[src/hdl/esg_pkg.sv]
`timescale 1ns / 1ps
// ----------------------------------------------------------------------------
// esg_pkg
// shared constants, types and the quarter-wave sine table of the sweep
// generator
// ----------------------------------------------------------------------------
package esg_pkg;

  localparam int SINE_TABLE_BITS = 10;
  localparam int QUARTER_BITS    = SINE_TABLE_BITS - 2;
  localparam int QUARTER         = 1 << QUARTER_BITS;

  localparam int LENGTH_BITS     = 20;
  localparam int IDX_BITS        = LENGTH_BITS + 2;

  localparam int SAMPLE_BITS     = 16;
  localparam int PHASE_BITS      = 32;
  localparam int INC_FRAC_BITS   = 16;
  localparam int INC_BITS        = PHASE_BITS + INC_FRAC_BITS;
  localparam int START_INC_BITS  = 31;
  localparam int GROWTH_BITS     = 32;
  localparam int GROWTH_FRAC_BITS = 30;
  localparam int INC_SPLIT       = 24;

  localparam int CFG_INDEX_BITS  = 3;
  localparam int CFG_DATA_BITS   = 32;

  localparam int QUEUE_PTR_BITS  = 2;
  localparam int QUEUE_DEPTH     = 1 << QUEUE_PTR_BITS;
  localparam int QUEUE_CNT_BITS  = QUEUE_PTR_BITS + 1;

  localparam logic [63:0] PI_Q30 = 64'd3373259426;
  localparam int TAYLOR_TERMS = 12;
  localparam logic [63:0] TAYLOR_DIV [TAYLOR_TERMS] = '{
    64'd6, 64'd20, 64'd42, 64'd72, 64'd110, 64'd156,
    64'd210, 64'd272, 64'd342, 64'd420, 64'd506, 64'd600
  };

  typedef enum logic [CFG_INDEX_BITS-1:0] {
    CFG_LEAD_PAD  = 3'd0,
    CFG_SWEEP     = 3'd1,
    CFG_PAD_END   = 3'd2,
    CFG_START_INC = 3'd3,
    CFG_GROWTH    = 3'd4
  } cfg_index_t;

  typedef struct packed {
    logic [LENGTH_BITS-1:0]    lead_pad;
    logic [LENGTH_BITS-1:0]    sweep;
    logic [LENGTH_BITS-1:0]    pad_end;
    logic [START_INC_BITS-1:0] start_inc;
    logic [GROWTH_BITS-1:0]    growth;
  } esg_cfg_t;

  // one classified request between front and back
  typedef struct packed {
    logic start;
    logic sweep;
    logic last;
  } esg_cmd_t;

  typedef logic [QUARTER-1:0][SAMPLE_BITS-1:0] sine_tab_t;

  // round(32767*sin(2*pi*r/N)) by truncated q30 taylor series
  function automatic logic [SAMPLE_BITS-1:0] quarter_sine(input logic [63:0] r);
    logic [63:0] x;
    logic [63:0] x2;
    logic [63:0] term;
    logic signed [63:0] sum;
    logic signed [63:0] v;
    x    = (PI_Q30 * r * 64'd2) >> SINE_TABLE_BITS;
    x2   = (x * x) >> 30;
    term = x;
    sum  = signed'(x);
    for (int n = 1; n <= TAYLOR_TERMS; n++) begin
      term = ((term * x2) >> 30) / TAYLOR_DIV[n-1];
      if ((n & 1) != 0) begin
        sum = sum - signed'(term);
      end else begin
        sum = sum + signed'(term);
      end
    end
    if (sum < 0) begin
      sum = 0;
    end
    if (sum > 64'sd1073741824) begin
      sum = 64'sd1073741824;
    end
    v = (sum * 64'sd32767 + 64'sd536870912) >>> 30;
    if (v > 64'sd32767) begin
      v = 64'sd32767;
    end
    return v[SAMPLE_BITS-1:0];
  endfunction

  function automatic sine_tab_t build_sine_tab();
    sine_tab_t t;
    for (int i = 0; i < QUARTER; i++) begin
      t[i] = quarter_sine(64'(i));
    end
    return t;
  endfunction

  localparam sine_tab_t SINE_TAB = build_sine_tab();
  localparam logic [SAMPLE_BITS-1:0] SINE_AT_QUARTER = quarter_sine(64'(QUARTER));

endpackage

[src/hdl/esg_back.sv]
`timescale 1ns / 1ps
// ----------------------------------------------------------------------------
// esg_back
// phase and increment recursion, sine lookup and the result queue
// ----------------------------------------------------------------------------
module esg_back (
  input  logic                                 clk,
  input  logic                                 rst_n,
  input  esg_pkg::esg_cfg_t                    cfg,
  input  esg_pkg::esg_cmd_t                    cmd,
  input  logic                                 cmd_empty,
  output logic                                 cmd_pop,
  input  logic                                 out_pop,
  output logic                                 out_empty,
  output logic signed [esg_pkg::SAMPLE_BITS-1:0] out_sample,
  output logic                                 out_last
);
  import esg_pkg::*;

  localparam int PROD_BITS     = INC_SPLIT + GROWTH_BITS;
  localparam int GROW_SHIFT    = GROWTH_FRAC_BITS - INC_SPLIT;
  localparam int GROW_RES_BITS = PROD_BITS + 1 - GROW_SHIFT;

  logic [PHASE_BITS-1:0] phase_r, phase_nxt, ph_use;
  logic [INC_BITS-1:0]   inc_r, inc_nxt, inc_use, inc_grown, inc_start;

  logic [PROD_BITS-1:0]     prod_lo, prod_hi;
  logic [PROD_BITS:0]       grow_sum;
  logic [GROW_RES_BITS-1:0] grow_res;

  logic [SINE_TABLE_BITS-1:0] k;
  logic [QUARTER_BITS-1:0]    r;
  logic [SAMPLE_BITS-1:0]     mag, sample_val;

  logic [SAMPLE_BITS-1:0]    smp_mem [QUEUE_DEPTH];
  logic                      last_mem [QUEUE_DEPTH];
  logic [QUEUE_PTR_BITS-1:0] wr_ptr_r, rd_ptr_r;
  logic [QUEUE_CNT_BITS-1:0] count_r, count_nxt;
  logic                      out_full, do_out_pop;

  assign out_full   = (count_r == QUEUE_CNT_BITS'(QUEUE_DEPTH));
  assign out_empty  = (count_r == '0);
  assign do_out_pop = out_pop && !out_empty;
  assign cmd_pop    = !cmd_empty && !out_full;
  assign out_sample = signed'(smp_mem[rd_ptr_r]);
  assign out_last   = last_mem[rd_ptr_r];

  // start of sequence overrides the running state
  always_comb begin
    inc_start = {{(INC_BITS-START_INC_BITS-INC_FRAC_BITS){1'b0}},
                 cfg.start_inc, {INC_FRAC_BITS{1'b0}}};
    ph_use    = cmd.start ? '0 : phase_r;
    inc_use   = cmd.start ? inc_start : inc_r;
  end

  // increment times growth, two partial products, q30 truncation
  always_comb begin
    prod_lo  = PROD_BITS'(inc_use[INC_SPLIT-1:0]) * PROD_BITS'(cfg.growth);
    prod_hi  = PROD_BITS'(inc_use[INC_BITS-1:INC_SPLIT]) * PROD_BITS'(cfg.growth);
    grow_sum = {1'b0, prod_hi} + (PROD_BITS+1)'(prod_lo >> INC_SPLIT);
    grow_res = GROW_RES_BITS'(grow_sum >> GROW_SHIFT);
    if (|grow_res[GROW_RES_BITS-1:INC_BITS]) begin
      inc_grown = '1;
    end else begin
      inc_grown = grow_res[INC_BITS-1:0];
    end
  end

  // quarter-wave table with mirror and sign
  always_comb begin
    k = ph_use[PHASE_BITS-1 -: SINE_TABLE_BITS];
    r = k[QUARTER_BITS-1:0];
    if (k[QUARTER_BITS]) begin
      if (r == '0) begin
        mag = SINE_AT_QUARTER;
      end else begin
        mag = SINE_TAB[QUARTER_BITS'(-r)];
      end
    end else begin
      mag = SINE_TAB[r];
    end
    sample_val = k[QUARTER_BITS+1] ? -mag : mag;
  end

  // the last sample rewinds to the start with the start increment of now
  always_comb begin
    if (cmd.last) begin
      phase_nxt = '0;
      inc_nxt   = inc_start;
    end else if (cmd.sweep) begin
      phase_nxt = ph_use + inc_use[INC_BITS-1:INC_FRAC_BITS];
      inc_nxt   = inc_grown;
    end else begin
      phase_nxt = ph_use;
      inc_nxt   = inc_use;
    end
  end

  always_comb begin
    count_nxt = count_r;
    if (cmd_pop && !do_out_pop) begin
      count_nxt = count_r + QUEUE_CNT_BITS'(1);
    end else if (do_out_pop && !cmd_pop) begin
      count_nxt = count_r - QUEUE_CNT_BITS'(1);
    end
  end

  always_ff @(posedge clk) begin
    if (cmd_pop) begin
      smp_mem[wr_ptr_r]  <= cmd.sweep ? sample_val : '0;
      last_mem[wr_ptr_r] <= cmd.last;
    end
  end

  always_ff @(posedge clk) begin
    if (!rst_n) begin
      phase_r  <= '0;
      inc_r    <= '0;
      wr_ptr_r <= '0;
      rd_ptr_r <= '0;
      count_r  <= '0;
    end else begin
      if (cmd_pop) begin
        phase_r  <= phase_nxt;
        inc_r    <= inc_nxt;
        wr_ptr_r <= wr_ptr_r + QUEUE_PTR_BITS'(1);
      end
      if (do_out_pop) begin
        rd_ptr_r <= rd_ptr_r + QUEUE_PTR_BITS'(1);
      end
      count_r <= count_nxt;
    end
  end

endmodule

[config.mk]
export PLATFORM = sky130hd
export DESIGN_NAME = esg_back
export DESIGN_NICKNAME = d
export VERILOG_FILES = /design/src/hdl/esg_pkg.sv /design/src/hdl/esg_back.sv
export SDC_FILE = /design/constraint.sdc
export NUM_CORES = 2
export LEC_CHECK = 0
export BUFFER_PORTS_ARGS = -buffer_cell sky130_fd_sc_hd__buf_2
export CAP_MARGIN = 30
export CORE_MARGIN = 3
export CORE_UTILIZATION = 54
export DETAILED_ROUTE_END_ITERATION = 7
export PLACE_DENSITY = 0.68
export SKIP_LAST_GASP = 1
export SYNTH_ARGS = -nofsm -noshare
export SYNTH_HDL_FRONTEND = slang
export SYNTH_SLANG_ARGS = --single-unit
[constraint.sdc]
create_clock -name clk -period 15.75 [get_ports clk]
set_input_delay 0.7875 -clock clk [delete_from_list [all_inputs] [get_ports clk]]
set_output_delay 0.7875 -clock clk [all_outputs]
set_load 0.1 [all_outputs]
-- Yosys cells after proc, flatten, opt, wreduce, memory -nomap -nowiden
Memories as Yosys holds them, arrays and structs flattened. A register that Yosys moved wholly into a read port is not among the register bits.
Index checks and enable logic that the tools add are counted.
- RAM bits: 68
- output and inout bits: 19
- memories: 4
- register bits after elaboration: 87
- bits in read-only memories: 8192
- equality and inequality tests: 1
- order comparisons: 2
- multiplexer cells: 21
- $mul: 2
- reductions and logical operators: 13
- add/sub/neg operators: 8
- memory list (name ; words ; width ; rd ports ; clocked after memory_dff ; write ports ; line ; source):
    (no name shown) ; 256 ; 16 ; 1 ; 0 ; 0 ; esg_back.sv:80 ; mag = SINE_TAB[r];
    (no name shown) ; 256 ; 16 ; 1 ; 0 ; 0 ; esg_back.sv:77 ; mag = SINE_TAB[QUARTER_BITS'(-r)];
    smp_mem ; 4 ; 16 ; 1 ; 1 ; 1 ; esg_back.sv:35 ; logic [SAMPLE_BITS-1:0] smp_mem [QUEUE_DEPTH];
    last_mem ; 4 ; 1 ; 1 ; 1 ; 1 ; esg_back.sv:36 ; logic last_mem [QUEUE_DEPTH];
- operator list (kind ; number):
    2-to-1 mux 48 bit ; 4
    multiplier 24 x 32 -> 56 bit ; 2
    2-to-1 mux 16 bit ; 6
    2-to-1 mux 32 bit ; 3
    adder 56 x 32 -> 57 bit ; 1
    adder 32 bit ; 1
    < comparator 8 x 9 -> 1 bit, second input constant ; 2
    negator 16 bit ; 1
    zero test 8 bit ; 1
    2-to-1 mux 2 bit ; 4
    negator 8 bit ; 1
    2-to-1 mux 3 bit ; 2
    zero test 1 bit ; 5
    adder 2 x 1 -> 2 bit, second input constant ; 2
    logical AND 1 bit ; 4
    adder 3 x 1 -> 3 bit, second input constant ; 1
    equality test 3 bit, second input constant ; 1
    zero test 3 bit ; 1
    OR reduction 3 bit ; 1
    subtractor 3 x 1 -> 3 bit, second input constant ; 1
    2-to-1 mux 1 bit ; 2
    nonzero test 2 bit ; 1

-- Depth between registers and ports, before layout
- depth in word-level cells: 9
- mapped depth: 59
- depth with buffers taken out: 48

-- Worst setup path before layout
Ideal clock, no wire load.
- kind: input to register
- from: input cmd[2] (netlist bit)
- to: register inc_r[47]
- arrival: 13932 ps
- setup slack: 1693 ps
- cell stages on the path: 52
- required time: 15624 ps
- setup time: 126 ps
- buffers on the path: 10
- cells stage by stage: buf_4 > buf_4 > buf_2 > buf_2 > buf_2 > buf_2 > buf_1 > buf_1 > mux2_2 > clkbuf_1 > nand2_1 > fa_1 > inv_1 > fa_1 > inv_1 > fa_1 > inv_1 > fa_1 > [... 16 more ...] > fa_1 > inv_1 > fa_1 > fa_1 > fa_1 > inv_1 > ha_1 > clkbuf_1 > and3_1 > and2_1 > a221o_1 > a221o_1 > a21o_1 > a221oi_1 > a21bo_2 > a2111o_1 > o211ai_1 > a31oi_1
- cells in the longest elaborated chain, start to end: 7
- elaborated cells between the ends (all ways): 8
- RTL lines (element ; line ; source):
    start: declaration ; esg_back.sv:10 ; input esg_pkg::esg_cmd_t cmd,
    2-to-1 mux 48 bit (*) ; esg_back.sv:53 ; inc_use = cmd.start ? inc_start : inc_r;
    multiplier 24 x 32 -> 56 bit (on tied branches) ; esg_back.sv:59, esg_back.sv:58 ;
    adder 56 x 32 -> 57 bit ; esg_back.sv:60 ; grow_sum = {1'b0, prod_hi} + (PROD_BITS+1)'(prod_lo >> INC_SPLIT);
    OR reduction 3 bit ; esg_back.sv:62 ; if (|grow_res[GROW_RES_BITS-1:INC_BITS]) begin
    2-to-1 mux 48 bit ; esg_back.sv:62 ;
    2-to-1 mux 48 bit (*) ; esg_back.sv:90 ; end else if (cmd.sweep) begin
    2-to-1 mux 48 bit (*) ; esg_back.sv:87 ; if (cmd.last) begin
    end signal: assignment ; esg_back.sv:125 ; inc_r <= inc_nxt;
    end: declaration ; esg_back.sv:25 ; logic [INC_BITS-1:0] inc_r, inc_nxt, inc_use, inc_grown, inc_start;
Mark *: on every way between the ends. The rest lies on a longest branch, timed or not.
A chain may end at the register's enable or synchronous reset.

-- Worst setup path in the final report
- from: input cmd[2] (netlist bit)
- to: register inc_r[22]
Same word-level chain as after synthesis.

==> key figures <==
Finish
  • Fin nets: 9576
  • Layout fillers: 11300
  • Area grow syn2layout: 2.81%
  • Fin area: 69200 µm²
  • Storage element area: 3830 µm²
  • Area of the multi-input gates: 55600 µm²
  • Share of cells above drive strength 1: 5.57%

Floorplan
  • Io pins: 149
  • Die W: 359 µm
  • Die height: 359 µm
  • Die area: 129000 µm²
  • Core Area: 123000 µm²
  • Initial core utilization: 54.8%
  • # rows: 128

Critical path
  • Crit Path Class: in -> reg
  • Worst EP arrival: 14.97 ns
  • Crit end category: register
  • CP max FO: 36
  • CP most frequent cell: fa_1
  • CP max stage cell: mux2_2
  • CP peak stage delay: 0.82 ns
  • Req. time, crit path: 16.05 ns
  • Largest delay contributor family on the critical path: adder cells
  • CP bufs+invs: 12
  • Worst reg2reg path startpoint: inc_r[9]
  • Worst setup SP type: input port
  • CP startpoint: cmd[2]

Timing
  • Fin. max-slew vios: 0
  • Fin. Hold Viols: 0
  • Fin crit share: 93.1%
  • Clock skew: 0.0119 ns
  • Final worst path period need: 14.67 ns
  • Worst slew pin tran: 1.11 ns
  • Setup TNS: 0 ns
  • # setup viols final: 0
  • Setup ws final: 1.08 ns
  • Peak Freq: 68.2 MHz
  • Slew margin rel.: 25.9%
  • Fin Hold WS: 0.433 ns
  • RSZ-0062 raised after global routing: false

Placement
  • HPWL Detailed: 159 mm
  • Placer Congestion: 0.979
  • Input/output buffers: 88
  • Placed Area: 68500 µm²
  • Dpl ws: 0.769 ns

Drt
  • Vias per cell: 6.07
  • Final ANT Viol Nets: 0
  • DR pass1 iterations: 6
  • Routed wire length per instance: 22.7 µm
  • DR vias: 56400
  • Final WL: 211 mm
  • DRT iter0 DRCs: 5755
  • DRC viols: 0

GRT
  • Largest net degree at the start of global routing: 102
  • GRT Overall Usage: 32.9%
  • Initial antenna violation count: 18
  • First-pass GRT wire length: 336 mm
  • Number of global-route vias before repair: 59100
  • Overflow after GRT: 0

Clocking
  • Cts bufs inserted: 17
  • Clock Sinks: 157
  • Postcts setup bufs: 0
  • Clk_lat worst skew: 0.45 ns
  • Resized cells post-CTS: 0
  • Max clock buf depth: 2
  • CTS Hold Bufs: 0
  • Root buf cell: clkbuf_16
  • H-tree depth: 4
  • CTS tree: built
  • Reg clk slew, reported paths: 0.07 ns

Yosys
  • Yosys warns: 0
  • Async SR Flop Fraction: 0%
  • Sequential-to-total area share from yosys stat: 5.68%
  • Avg Inst Size Synth: 8.43 µm²
  • Synth Flop Type: dfxtp_1
  • Post-synth EDFFs: 68
  • Synth cell types: 103
  • Synthesized Nets: 9907
  • #FFs+latches synth: 157
  • Syn Std Cell Area: 67300 µm²
  • Syn Inst Count: 7979

Worst hold path
  • Hold_sp: inc_r[13]
  • Hold Path Class: reg -> reg

Outcome
  • Status: finished clean

Run
  • Max cap viols: 0
-- flip-flops by register name (all words and copies together), names as in the netlist, named ones only --
name,count
smp_mem,64
inc_r,48
wr_ptr_r,2
count_r,3
rd_ptr_r,2
phase_r,32
last_mem,4
-- layer usage --
metal | GRT usage [%] | up-vias | part of all wire [%]
li1 | - | 24400 | -
met1 | 45.1 | 28700 | 40
met2 | 52.0 | 2800 | 46
met3 | 5.88 | 517 | 9.9
met4 | 12.9 | 8 | 4.3
met5 | 0 | - | 0.022
-- per-stage QoR --
stage,cells,utilization (%)
2_1_floorplan,7979,-
3_3_place_gp,9249,55.8
3_5_place_dp,9250,55.8
4_1_cts,9282,56.3
5_1_grt,9291,56.4
6_report,9293,56.4
-- worst register-to-register path, delay by kind of cell (launching register included) --
kind	cells	cell delay, ns
AND/OR/NAND/NOR	8	2.21
flip-flops	1	0.33
buffers and inverters	10	1.01
multiplexers	2	0.48
AO/OA/AOI/OAI	13	3.48
XOR/XNOR	1	0.34
adder cells (fa/ha/maj)	13	6.24
-- layout by cell type (no fill, tap or decap), drive strengths merged, types with 16 or more instances in the layout --
cell type / synthesis / layout
inv: 1439 / 1446
fa: 1347 / 1347
nand2: 1266 / 1266
and2: 569 / 569
ha: 451 / 451
a21oi: 273 / 273
nor2: 262 / 262
buf: 152 / 239
o21ai: 201 / 201
nand3: 110 / 110
dfxtp: 89 / 89
nor3: 87 / 87
xnor2: 86 / 86
a21o: 80 / 80
o211ai: 73 / 73
a31oi: 72 / 72
edfxtp: 68 / 68
mux2i: 67 / 67
nor2b: 66 / 66
a211oi: 65 / 65
o221ai: 48 / 48
nand2b: 48 / 48
xor2: 45 / 45
mux2: 38 / 38
o311ai: 29 / 29
mux4: 28 / 28
o21a: 28 / 28
and3: 26 / 26
o31ai: 25 / 25
o21bai: 24 / 24
a311oi: 24 / 24
a221oi: 23 / 23
nand4: 22 / 22
o22ai: 20 / 20
clkbuf: 437 / 18
or2: 17 / 17
a22oi: 16 / 16
-- cells in the mapped netlist, drive strengths merged (48+ instances only) --
master | number | share of area (%)
o221ai | 48 | 0.63
nor2b | 66 | 0.61
a21oi | 273 | 2.0
o21ai | 201 | 1.5
dfxtp | 89 | 2.6
edfxtp | 68 | 3.0
nand3 | 110 | 0.83
nand2 | 1266 | 7.1
inv | 1439 | 8.0
a31oi | 72 | 0.67
buf | 152 | 1.2
ha | 451 | 8.4
fa | 1347 | 40
nor3 | 87 | 0.65
a211oi | 65 | 0.75
clkbuf | 437 | 2.4
and2 | 569 | 5.3
nand2b | 48 | 0.45
xnor2 | 86 | 1.2
a21o | 80 | 0.89
o211ai | 73 | 0.82
nor2 | 262 | 1.5
mux2i | 67 | 1.0
-- final timing paths --
path,cells after the start,slack (ns),endpoint
worst max-delay path,49,1.08,inc_r[22]
worst min-delay path,2,0.43,inc_r[13]
worst max register to register,47,1.48,inc_r[22]
worst min register to register,2,0.43,inc_r[13]
-- final cells by class --
| cell class | count | share of cell area, % |
|---|---|---|
| Multi-Input combinational cell | 5787 | 80.5 |
| Sequential cell | 157 | 5.54 |
| Tap cell | 1625 | 2.94 |
| Inverter | 1446 | 7.85 |
| Clock buffer | 18 | 0.621 |
| Timing Repair Buffer | 239 | 2.36 |
| Clock inverter | 14 | 0.190 |
| Antenna cell | 7 | 0.0253 |
-- logic make-up (layout without fill, tap and decap cells) --
kind of cell    count (synthesis)  after routing  synth area share [%]
simple gates                 2548           2548                  17.8
buf+inv                      2035           1717                  11.7
fa+ha+maj                    1798           1798                  48.5
compound gates               1177           1177                  12.0
flops                         157            157                  5.68
mux                           133            133                  2.57
xor+xnor                      131            131                  1.76
other cells                     0              7                     0
Power is left out: the tool's default activity adds up to more than one toggle a clock period on the data nets, which glitch-free logic cannot reach.
