===== src/hdl/esg_pkg.sv =====
`timescale 1ns / 1ps
// ----------------------------------------------------------------------------
// esg_pkg
// shared constants, types and the quarter-wave sine table of the sweep
// generator
// ----------------------------------------------------------------------------
package esg_pkg;

  localparam int SINE_TABLE_BITS = 10;
  localparam int QUARTER_BITS    = SINE_TABLE_BITS - 2;
  localparam int QUARTER         = 1 << QUARTER_BITS;

  localparam int LENGTH_BITS     = 20;
  localparam int IDX_BITS        = LENGTH_BITS + 2;

  localparam int SAMPLE_BITS     = 16;
  localparam int PHASE_BITS      = 32;
  localparam int INC_FRAC_BITS   = 16;
  localparam int INC_BITS        = PHASE_BITS + INC_FRAC_BITS;
  localparam int START_INC_BITS  = 31;
  localparam int GROWTH_BITS     = 32;
  localparam int GROWTH_FRAC_BITS = 30;
  localparam int INC_SPLIT       = 24;

  localparam int CFG_INDEX_BITS  = 3;
  localparam int CFG_DATA_BITS   = 32;

  localparam int QUEUE_PTR_BITS  = 2;
  localparam int QUEUE_DEPTH     = 1 << QUEUE_PTR_BITS;
  localparam int QUEUE_CNT_BITS  = QUEUE_PTR_BITS + 1;

  localparam logic [63:0] PI_Q30 = 64'd3373259426;
  localparam int TAYLOR_TERMS = 12;
  localparam logic [63:0] TAYLOR_DIV [TAYLOR_TERMS] = '{
    64'd6, 64'd20, 64'd42, 64'd72, 64'd110, 64'd156,
    64'd210, 64'd272, 64'd342, 64'd420, 64'd506, 64'd600
  };

  typedef enum logic [CFG_INDEX_BITS-1:0] {
    CFG_LEAD_PAD  = 3'd0,
    CFG_SWEEP     = 3'd1,
    CFG_PAD_END   = 3'd2,
    CFG_START_INC = 3'd3,
    CFG_GROWTH    = 3'd4
  } cfg_index_t;

  typedef struct packed {
    logic [LENGTH_BITS-1:0]    lead_pad;
    logic [LENGTH_BITS-1:0]    sweep;
    logic [LENGTH_BITS-1:0]    pad_end;
    logic [START_INC_BITS-1:0] start_inc;
    logic [GROWTH_BITS-1:0]    growth;
  } esg_cfg_t;

  // one classified request between front and back
  typedef struct packed {
    logic start;
    logic sweep;
    logic last;
  } esg_cmd_t;

  typedef logic [QUARTER-1:0][SAMPLE_BITS-1:0] sine_tab_t;

  // round(32767*sin(2*pi*r/N)) by truncated q30 taylor series
  function automatic logic [SAMPLE_BITS-1:0] quarter_sine(input logic [63:0] r);
    logic [63:0] x;
    logic [63:0] x2;
    logic [63:0] term;
    logic signed [63:0] sum;
    logic signed [63:0] v;
    x    = (PI_Q30 * r * 64'd2) >> SINE_TABLE_BITS;
    x2   = (x * x) >> 30;
    term = x;
    sum  = signed'(x);
    for (int n = 1; n <= TAYLOR_TERMS; n++) begin
      term = ((term * x2) >> 30) / TAYLOR_DIV[n-1];
      if ((n & 1) != 0) begin
        sum = sum - signed'(term);
      end else begin
        sum = sum + signed'(term);
      end
    end
    if (sum < 0) begin
      sum = 0;
    end
    if (sum > 64'sd1073741824) begin
      sum = 64'sd1073741824;
    end
    v = (sum * 64'sd32767 + 64'sd536870912) >>> 30;
    if (v > 64'sd32767) begin
      v = 64'sd32767;
    end
    return v[SAMPLE_BITS-1:0];
  endfunction

  function automatic sine_tab_t build_sine_tab();
    sine_tab_t t;
    for (int i = 0; i < QUARTER; i++) begin
      t[i] = quarter_sine(64'(i));
    end
    return t;
  endfunction

  localparam sine_tab_t SINE_TAB = build_sine_tab();
  localparam logic [SAMPLE_BITS-1:0] SINE_AT_QUARTER = quarter_sine(64'(QUARTER));

endpackage


===== src/hdl/esg_queue.sv =====
`timescale 1ns / 1ps
// ----------------------------------------------------------------------------
// esg_queue
// short request queue that decouples the front from the back
// ----------------------------------------------------------------------------
module esg_queue (
  input  logic              clk,
  input  logic              rst_n,
  input  logic              push,
  input  esg_pkg::esg_cmd_t push_cmd,
  output logic              full,
  input  logic              pop,
  output esg_pkg::esg_cmd_t pop_cmd,
  output logic              empty
);
  import esg_pkg::*;

  esg_cmd_t                  mem [QUEUE_DEPTH];
  logic [QUEUE_PTR_BITS-1:0] wr_ptr_r, rd_ptr_r;
  logic [QUEUE_CNT_BITS-1:0] count_r, count_nxt;
  logic                      do_push, do_pop;

  assign full    = (count_r == QUEUE_CNT_BITS'(QUEUE_DEPTH));
  assign empty   = (count_r == '0);
  assign do_push = push && !full;
  assign do_pop  = pop && !empty;
  assign pop_cmd = mem[rd_ptr_r];

  always_comb begin
    count_nxt = count_r;
    if (do_push && !do_pop) begin
      count_nxt = count_r + QUEUE_CNT_BITS'(1);
    end else if (do_pop && !do_push) begin
      count_nxt = count_r - QUEUE_CNT_BITS'(1);
    end
  end

  always_ff @(posedge clk) begin
    if (do_push) begin
      mem[wr_ptr_r] <= push_cmd;
    end
  end

  always_ff @(posedge clk) begin
    if (!rst_n) begin
      wr_ptr_r <= '0;
      rd_ptr_r <= '0;
      count_r  <= '0;
    end else begin
      if (do_push) begin
        wr_ptr_r <= wr_ptr_r + QUEUE_PTR_BITS'(1);
      end
      if (do_pop) begin
        rd_ptr_r <= rd_ptr_r + QUEUE_PTR_BITS'(1);
      end
      count_r <= count_nxt;
    end
  end

endmodule


===== config.mk =====
export PLATFORM = sky130hd
export DESIGN_NAME = esg_queue
export DESIGN_NICKNAME = d
export VERILOG_FILES = /design/src/hdl/esg_pkg.sv /design/src/hdl/esg_queue.sv
export SDC_FILE = /design/constraint.sdc
export NUM_CORES = 1
export LEC_CHECK = 0
export CAP_MARGIN = 30
export CORE_MARGIN = 4
export CORE_UTILIZATION = 53
export CTS_CLUSTER_SIZE = 40
export DETAILED_ROUTE_END_ITERATION = 8
export DONT_BUFFER_PORTS = 1
export GPL_TIMING_DRIVEN = 1
export PLACE_DENSITY = 0.68
export SLEW_MARGIN = 20
export SYNTH_ARGS = -nofsm -noshare
export SYNTH_HDL_FRONTEND = slang
export SYNTH_SLANG_ARGS = --single-unit

===== constraint.sdc =====
create_clock -name clk -period 2.1 [get_ports clk]
set_clock_uncertainty 0.15 [all_clocks]
set_input_delay 0.315 -clock clk [delete_from_list [all_inputs] [get_ports clk]]
set_output_delay 0.315 -clock clk [all_outputs]
set_load 0.02 [all_outputs]

### Word level (Yosys, flattened, before mapping)

Memories as Yosys holds them, arrays and structs flattened. A register that Yosys moved wholly into a read port is not among the register bits.
Cells that the tools add are included.

| storage, ports and cells | value |
|---|---|
| register bits after elaboration | 7 |
| bits in latches | 0 |
| memory bits (writable) | 12 |
| memory bits (read-only) | 0 |
| input bits | 7 |
| output and inout port bits | 5 |
| logic and storage cells | 25 |
| memories | 1 |

| cells by class | value |
|---|---|
| add/sub/neg operators | 4 |
| $mul | 0 |
| divide/modulo/power cells | 0 |
| magnitude comparators | 0 |
| eq/ne operators | 1 |
| shift operators | 0 |
| mux-type cells | 6 |
| bitwise logic cells | 0 |
| reduce and logical (&&, ||, !) cells | 10 |

Memory list:

| memory | depth | bits a word | rd ports | clocked after memory_dff | write ports | RTL line | text |
|---|---|---|---|---|---|---|---|
| mem | 4 | 3 | 1 | 1 | 1 | esg_queue.sv:18 | `esg_cmd_t mem [QUEUE_DEPTH];` |

Operator list:

| operator | number |
|---|---|
| two-way mux 3 bit | 2 |
| adder 2 x 1 -> 2 bit (second input constant) | 2 |
| logical AND 1 bit | 4 |
| logical NOT 1 bit | 4 |
| two-way mux 2 bit | 2 |
| adder 3 x 1 -> 3 bit (second input constant) | 1 |
| == test 3 bit (second input constant) | 1 |
| logical NOT 3 bit | 1 |
| subtractor 3 x 1 -> 3 bit (second input constant) | 1 |
| two-way mux 1 bit | 2 |
| nonzero test 2 bit | 1 |

### Depth between registers and ports, before layout

Gate-level depths: netlist of the first run.

| depth | value |
|---|---|
| word-level depth | 7 |
| mapped depth | 9 |
| depth with buffers taken out | 8 |

### Worst setup path after synthesis of the first run

Ideal clock, no wire load.

| timing path | value |
|---|---|
| kind | reg-to-reg |
| start | register count_r[0] |
| end | register count_r[2] |
| library setup time | 0.070 ns |
| arrival | 2.021 ns |
| required time | 1.880 ns |
| path slack | -0.141 ns |
| stages on the path, launching flop included | 10 |
| path buffers | 1 |
| clock period less this slack | 2.241 ns |
| cells stage by stage | dfxtp_1 nor3b_2 nor2b_1 buf_6 ha_1 inv_1 fa_1 xor2_1 or3_1 a21boi_1 |

| on the way | value |
|---|---|
| cells in the longest elaborated chain, start to end | 6 |
| elaborated cells on any way between the ends | 15 |
| classes of those cells | add/sub: 2; eq/ne: 1; mux: 2; reduce/logical: 10 |

RTL lines:

| item | RTL line | text |
|---|---|---|
| start: declaration | esg_queue.sv:20 | `logic [QUEUE_CNT_BITS-1:0] count_r, count_nxt;` |
| start signal: assignment | esg_queue.sv:56 | `count_r <= count_nxt;` |
| == test 3 bit (*) | esg_queue.sv:23 | `assign full = (count_r == QUEUE_CNT_BITS'(QUEUE_DEPTH));` |
| net full | esg_queue.sv:11 | `output logic full,` |
| logical NOT 1 bit (*) | esg_queue.sv:25 | `assign do_push = push && !full;` |
| logical AND 1 bit (*) | esg_queue.sv:25 |  |
| net do_push | esg_queue.sv:21 | `logic do_push, do_pop;` |
| logical NOT 1 bit | esg_queue.sv:33 | `end else if (do_pop && !do_push) begin` |
| logical AND 1 bit | esg_queue.sv:33 |  |
| nonzero test 2 bit (no source line) | n/a |  |

The timed path passes the listed nets; every way through them passes the cells marked *. The select of a mux whose other input is x is not followed.
A chain may end at the register's enable or synchronous reset.

### Worst setup path after layout of the first run

| timing path | value |
|---|---|
| start | register count_r[2] |
| end | register count_r[2] |

| on the way | value |
|---|---|
| cells in the longest elaborated chain, start to end | 6 |
| elaborated cells on any way between the ends | 15 |
| classes of those cells | add/sub: 2; eq/ne: 1; mux: 2; reduce/logical: 10 |

RTL lines:

| item |
|---|
| branches (longest 6 deep; another with subtractor 3 x 1 -> 3 bit) |

Several ways; the timed one is not identified. The select of a mux whose other input is x is not followed.

==> results of run 1 <==
==> power groups by stage <==
stage / combinational [W] / sequential [W] / clock, W
floorplan: 0.000334 / 0.000595 / 0
finish: 0.000455 / 0.000597 / 0.000179
CTS: 0.000457 / 0.000596 / 0.000193
global route: 0.000508 / 0.000609 / 0.000207
detailed placement: 0.000440 / 0.000599 / 0
global placement: 0.000429 / 0.000598 / 0
==> metal layers <==
layer	GRT usage	vias up
met3	0.0301	4
met5	0	-
li1	-	250
met1	0.136	223
met2	0.205	11
met4	0.0553	0
==> flip-flops by register name, indices dropped and copies added (netlist names), named ones only <==
name,flops
count_r,3
rd_ptr_r,2
mem,12
wr_ptr_r,2
==> worst max-delay path: stages (launching register included) <==
cell and delay (ns):
sky130_fd_sc_hd__dfxtp_4 0.38, sky130_fd_sc_hd__nor3b_4 0.16, sky130_fd_sc_hd__nor2b_2 0.18, sky130_fd_sc_hd__ha_4 0.16, sky130_fd_sc_hd__inv_2 0.04, sky130_fd_sc_hd__fa_2 0.32
sky130_fd_sc_hd__xor2_1 0.16, sky130_fd_sc_hd__or3_1 0.30, sky130_fd_sc_hd__a21boi_1 0.12
==> synthesized netlist by cell type <==
master	number
sky130_fd_sc_hd__ha_1	5
sky130_fd_sc_hd__a21boi_1	1
sky130_fd_sc_hd__nor3_1	1
sky130_fd_sc_hd__nand2_1	4
sky130_fd_sc_hd__nor2b_1	2
sky130_fd_sc_hd__mux2i_1	3
sky130_fd_sc_hd__xnor2_1	3
sky130_fd_sc_hd__fa_1	1
sky130_fd_sc_hd__or3_1	1
sky130_fd_sc_hd__o311ai_1	1
sky130_fd_sc_hd__mux4_2	3
sky130_fd_sc_hd__o21ai_0	1
sky130_fd_sc_hd__clkbuf_1	1
sky130_fd_sc_hd__inv_1	3
sky130_fd_sc_hd__o31ai_2	1
sky130_fd_sc_hd__buf_6	1
sky130_fd_sc_hd__and2_1	8
sky130_fd_sc_hd__dfxtp_1	9
sky130_fd_sc_hd__edfxtp_1	12
sky130_fd_sc_hd__nor3b_2	1
sky130_fd_sc_hd__xor2_1	1
==> area by class of cell <==
type	count	area share
Clock buffer	4	0.0243
Sequential cell	21	0.505
Inverter	3	0.0104
Timing Repair Buffer	11	0.0879
Tap cell	16	0.0185
Multi-Input combinational cell	37	0.354
==> logic make-up (layout without fill, tap and decap cells) <==
group / count (synthesis) / count (layout) / synth area share
AO/OA/AOI/OAI: 4 / 4 / 0.0368
XOR/XNOR: 4 / 4 / 0.0382
adder cells (fa/ha/maj): 6 / 6 / 0.0900
buffers and inverters: 5 / 18 / 0.0286
flip-flops: 21 / 21 / 0.589
multiplexers: 6 / 6 / 0.106
AND/OR/NAND/NOR: 17 / 17 / 0.110
==> metrics by stage <==
stage | setup slack, ns | hold slack, ns
floorplan | 0.0303 | 0.264
global placement | 0.0164 | 0.264
detailed placement | -0.0305 | 0.264
CTS | 0.0142 | 0.00255
global route | -0.0614 | 0.00318
finish | 0.0517 | 0.0143
==> timing repair <==
| action | CTS | global route |
|---|---|---|
| setup endpoints to repair | 1 | 1 |
| pin swaps | 0 | 1 |
| hold buffers | 4 | 1 |
| gates resized for setup | 2 | 2 |
| endpoints found under the hold margin | 17 | 1 |
==> worst paths after layout <==
path                from  cells past startpoint  slack [ns]           to
max           count_r[2]                      8        0.05   count_r[2]
max reg2reg   count_r[2]                      8        0.05   count_r[2]
min reg2reg  wr_ptr_r[0]                      2        0.35  wr_ptr_r[0]
min                rst_n                      2        0.01  wr_ptr_r[1]
==> results.txt, run 1 <==
* Number of fill cells in the layout: 127
- The synthesized netlist occupies a cell area of 917 µm².
* Overall power after layout: 0.00123 W
- The library cell used most frequently in the layout, excluding fill and tap cells, is sky130_fd_sc_hd__edfxtp_1.
- Final standard cell count with taps included and fillers excluded: 92
- The floorplan step defined a die boundary enclosing 0.00246 mm².
* Placed wire-length estimate: 976 µm
* Net Switching: 0.000391 W
- Of the total power, combinational logic draws 0.369.
- In this run the number of H-tree levels came out at 1.
- Clk network pwr share: 0.146
- Fraction of the yosys area taken by sequential cells: 0.589
- The share of total power dissipated in sequential elements is 0.485.
* Post-detailed-route count of antenna-violating nets: 0
- By area the synthesized netlist is led by sky130_fd_sc_hd__edfxtp_1 39%, sky130_fd_sc_hd__dfxtp_1 20%, sky130_fd_sc_hd__mux4_2 7.4%, sky130_fd_sc_hd__ha_1 6.8%, sky130_fd_sc_hd__and2_1 5.5%.
- Startpoint kind of the worst setup timing path: flop
- Share of final-layout standard cells stronger than drive strength 1: 0.276
- The detailed router put a total of 581 µm of wire on met1.
- For the pin with the worst max-slew slack, the measured transition is 0.335 ns.
- Counting distinct cell types in the post-synthesis netlist gives 21.
- Longest Clk Path Bufs: 2
- Top-area cell type share of the netlist area: 0.393
* Setup repair after global routing missed its margin: yes
* Finished layout cell area: 0.00108 mm²
- Run status: finished clean
- In this run the tool buffered the top-level ports with 0 buffer cells.
- Post-route clock period utilization: 0.975
- STA puts the critical path data required time at 2.17 ns.
- The placed instances occupy a cell area of 992 µm².
* Routability-driven placement congestion ratio: 0.703
* Number of failing setup endpoints in the final timing report: 0
- The highest metal layer carrying signal wires in the routed design is met4.
- Synthesis inferred 21 register bits.
- Number of maximum-capacitance constraint violations: 0
- Area taken by flip-flops and latches: 547 µm²
* Pre-Repair DR Iteration Count: 2
- For this run, the share of the core covered by cells in the final layout is 0.687.
- Dividing the detail-routed via count by the number of cells gives 5.30.
* Number of buffers inserted during clock tree synthesis: 3
* Postcts setup bufs: 0
* Total power divided by cell area: 1140 mW/mm²
- Layout overhead on the synthesized area: 18.0%
- Routed length per placed instance: 14.1 µm
- For this design the static power due to leakage is 0.400 nW.
- Most frequent cells in the layout: 12 x sky130_fd_sc_hd__edfxtp_1, 8 x sky130_fd_sc_hd__and2_1, 6 x sky130_fd_sc_hd__dfxtp_1, 6 x sky130_fd_sc_hd__buf_4, 5 x sky130_fd_sc_hd__dlygate4sd3_1
- I/O pin count: 12
- Along the worst path, the maximum fanout reaches 6.
- Synthesis produced a netlist whose cell count is 63.
- Final number of max-transition violations: 0
- Largest net degree at the start of global routing: 12
- Summing over every cut layer, the via total after detailed routing is 488.
* Time the worst path needs with I/O delays and setup: 2.05 ns
* GRT overflow: 0
- Of the total power, the share spent switching nets is 0.317.
- Worst endpoint data arrival time: 2.12 ns
- Summed over all nets, wire length on met3 after detailed routing comes to 46 µm.
* Total negative slack for setup checks: 0 ns
- The worst setup path is captured at a flop.
* Number of nets in the layout: 90
- The die is 49.6 µm wide.
- Hold Violations, Final: 0
* Kind of path behind the tightest hold check: in2reg
- Synthesis produced a netlist with a net count of 76.
- The largest total area in the synthesized netlist belongs to sky130_fd_sc_hd__edfxtp_1.
- The cell sitting at the root of the clock tree is a sky130_fd_sc_hd__clkbuf_4.
- Clock transition at path regs: 0.10 ns
- Starting density of the core: 0.582
* Die outline height: 49.6 µm
- Clock tree from TritonCTS: built
- Internal Dissipation: 0.000840 W
* First-pass GRT wire length: 2190 µm
- Yosys printed 0 warnings.
- Number of cells in the design after placement: 83
- The number of antenna diodes in the final layout is 0.
- Core outline area: 0.00158 mm²
- Per-instance average area after synthesis: 14.6 µm²
- Peak ir drop on the vdd network: 580 µV
- Post-detailed-route DRC marker count: 0
* Area used by multi-input combinational logic: 383 µm²
* Max Freq: 488 MHz
- For this run, the total global-route usage over all layers was measured as 0.119.
- The initial antenna violation count was 0.
* Relative slew slack: 0.773
- For the worst-skew pair, the clock arrives at the later sink with an insertion delay of 0.29 ns.
- In this run, the number of DRC markers left after iteration 0 of detailed routing was 4.
- Clk sinks: 21
- For this block, the routed nets add up to 1290 µm of wire.
- The number of global-route vias before repair is 525.
- Startpoint-to-endpoint class of the critical path: reg2reg
- Summed over all nets, wire length on met2 after detailed routing comes to 639 µm.
- Row cnt: 14
Power figures use the tool's default switching activity.
==> inputs of run 2 (changes only) <==
Settings changed: CORE_UTILIZATION 53 to 59, PLACE_DENSITY 0.68 to 0.72.
Clock period 2.1 ns to 1.96 ns, I/O delays scaled along.
==> results.txt, run 2 (synthesis gave the netlist of run 1 again) <==
* Area used by multi-input combinational logic: 390 µm² (+2.0%)
- The clock latency of the later-clocked register in the worst-skew pair was 0.29 ns (about the same).
* Critical path capture point type: flop
* CP Max Fanout: 3 (-3)
* Register with the most flip-flops: mem
- Number of antenna violations at the first check in global routing: 0 (unchanged)
- Startpoint-to-endpoint class of the critical path: reg2reg
- Worst path cell trace: nor3b_4 -> nor2b_2 -> ha_4 -> inv_2 -> fa_2 -> xor2_1 -> or3_1 -> a21boi_1
* Core outline area: 0.00138 mm² (-12%)
- The power per cell area came to 1220 mW/mm² (+6.9%).
* Area taken by flip-flops and latches: 544 µm² (-0.46%)
- The number of global-route vias before repair came to 563 (+7.2%).
- The worst endpoint data arrival time is 2.13 ns (about the same).
* Total negative slack for setup checks: -0.0943 ns (-0.0943 ns)
* Pre-Repair DR Iteration Count: 4 (+2)
* Share of power burned in registers: 0.456 (-0.029)
- Startpoint kind of the worst setup timing path: flop
- The count of pins on the block boundary came to 12 (unchanged).
- The post-detailed-route via-to-cell ratio came to 5.53 (+4.2%).
- Critical Path Max Stage Delay: 0.36 ns (-0.02 ns)
- The horizontal extent of the die is 47.4 µm (-4.4%).
- The number of H-tree branching levels is 1 (unchanged).
* Largest net degree at the start of global routing: 12 (unchanged)
* Slowest library cell on the worst path: sky130_fd_sc_hd__dfxtp_2
- The maximum resistive drop on vdd came to 793 µV (+37%).
- Post-Place Setup Slack: -0.139 ns (-0.109 ns)
* Number of flip-flops under the largest register name: 12 (unchanged)
- Relative slew slack: 0.833 (+0.0598)
* Cell depth of the worst flop-to-flop path: 8 (unchanged)
- Final Routed Wirelength: 1490 µm (+15%)
* Leakage: 0.440 nW (+9.9%)
* Switch share: 0.323 (+0.00585)
- Number of cells in the design after placement: 84 (+1.2%)
- Post-route clock period utilization: 1.05 (+0.0727)
- Run status: finished, violations left
- The data required time at the worst endpoint came to 2.04 ns (-0.13 ns).
- The height of the die came to 47.4 µm (-4.4%).
* Net Switching: 0.000454 W (+16%)
- The clock buffer count from CTS was 3 (unchanged).
- Hold path cells: 2 (unchanged)
- Max Freq: 487 MHz (-0.29%)
* Starting density of the core: 0.663 (+0.0816)
- The post-detailed-route wirelength per cell is 15.1 µm (+7.1%).
- The internal portion of total power is 0.000951 W (+13%).
- Longest Clk Path Bufs: 2 (unchanged)
- Post-detailed-route DRC marker count: 0 (unchanged)
- GRT Total Usage: 0.169 (+0.0504)
- The count of endpoints failing hold in the final timing report is 0 (unchanged).
- Post-detailed-route count of antenna-violating nets: 0 (unchanged)
- Time the worst path needs with I/O delays and setup: 2.05 ns (+0.00599 ns)
* Final standard cell count with taps included and fillers excluded: 99 (+7.6%)
- The slew of the pin with the lowest slew margin was 0.250 ns (-0.0848 ns).
* Clk sinks: 21 (unchanged)
- Placed wire-length estimate: 1080 µm (+11%)
- TritonCTS built the clock tree.
- The number of nets in the layout is 98 (+8.9%).
- First-pass GRT wire length: 2510 µm (+14%)
* Setup repair after global routing missed its margin: yes
- Number of port buffers: 0 (unchanged)
- The root buffer cell chosen for the clock tree is sky130_fd_sc_hd__clkbuf_4.
* PnR worst setup slack: -0.0943 ns (-0.146 ns)
- The area growth from synthesis to layout is 26.1%.
* Number of maximum-capacitance constraint violations: 0 (unchanged)
* Share of final-layout standard cells stronger than drive strength 1: 0.310 (+0.0332)
- Row cnt: 13 (-1)
- Overall power after layout: 0.00141 W (+14%)
- The layout filler cell count came to 69 (-46%).
- Initial detailed-routing violation count: 5 (+1)
- The power share of the combinational group is 0.406 (+0.037).
- The total setup violations reported at the end of the flow is 1 (+1).
- The post-CTS clock slew at the launch and capture registers of the worst setup and hold paths was 0.11 ns (about the same).
* Final number of max-transition violations: 0 (unchanged)
- The library cells used most frequently in the layout, excluding fill and tap cells, are 12 x sky130_fd_sc_hd__edfxtp_1, 10 x sky130_fd_sc_hd__buf_4, 9 x sky130_fd_sc_hd__dlygate4sd3_1.
* Largest registers in the final layout: mem: 12 flops, count_r: 3 flops
* GRT overflow: 0 (unchanged)
- Routability-driven placement congestion ratio: 0.753 (+7.2%)
- Clk network pwr share: 0.138 (-0.008)
* Leading cell type in the layout, fill and taps excluded: sky130_fd_sc_hd__edfxtp_1
- Failing checks: negative setup slack
- Kind of path behind the tightest hold check: in2reg
- Final antenna diode count: 0 (unchanged)
- The vias after detailed routing was 547 (+12%).
- The total die area is 0.00225 mm² (-8.6%).
## run 2: changes by cell type in the layout (fill, tap and decap cells not counted), sizes merged
cell         previous run  this run
dlygate4sd3             5         9
buf                     6        10
## run 2: worst max-delay path, delay by kind of cell, from the launching register on
| family | cells | cell delay [ns] |
|---|---|---|
| adder cells (fa/ha/maj) | 2 | 0.52 |
| AND/OR/NAND/NOR | 3 | 0.65 |
| XOR/XNOR | 1 | 0.15 |
| AO/OA/AOI/OAI | 1 | 0.12 |
| buffers and inverters | 1 | 0.04 |
| flip-flops | 1 | 0.36 |
## run 2: stage by stage
step | cell area [µm²] | hold slack (ns) | util
finish | 1160 | 0.00377 | 0.836
global route | 1160 | 0.00498 | 0.836
CTS | 1130 | 0.000715 | 0.818
detailed placement | 1010 | 0.243 | 0.728
global placement | 1010 | 0.243 | 0.728
floorplan | 942 | 0.243 | -
## run 2: final cells by class
cell class	count	area share
clock buffers	4	0.0227
inverters	3	0.00974
multi-input cells	37	0.338
flip-flops and latches	21	0.471
well taps	15	0.0162
repair buffers	19	0.143
## run 2: power groups by stage
stage / Combinational, W / Sequential, W / Clock (W)
2_1_floorplan: 0.000361 / 0.000637 / 0
3_3_place_gp: 0.000469 / 0.000633 / 0
3_5_place_dp: 0.000499 / 0.000644 / 0
4_1_cts: 0.000559 / 0.000641 / 0.000201
5_1_grt: 0.000620 / 0.000654 / 0.000233
6_report: 0.000570 / 0.000641 / 0.000194
## run 2: repair_timing
item	in CTS	in global routing
endpoints found under the setup margin	1	3
resized for setup	2	1
hold endpoints to repair	21	1
buffers inserted	1	1
hold buffers	8	1
## run 2: metal layers
metal	vias up	routed length, µm	part of all wire	GRT usage
met2	12	766	0.51	0.273
met5	-	0	0	0
met1	269	642	0.43	0.209
met3	2	69	0.046	0.0451
li1	264	-	-	-
met4	0	12	0.0081	0.0829
## run 2: path summary, 6_finish.rpt
| path | start | to | slack (ns) |
|---|---|---|---|
| worst max-delay path | count_r[2] | count_r[2] | -0.09 |
| worst min-delay path | rst_n | wr_ptr_r[0] | 0.004 |
| worst max register to register | count_r[2] | count_r[2] | -0.09 |
| worst min register to register | wr_ptr_r[0] | wr_ptr_r[0] | 0.37 |
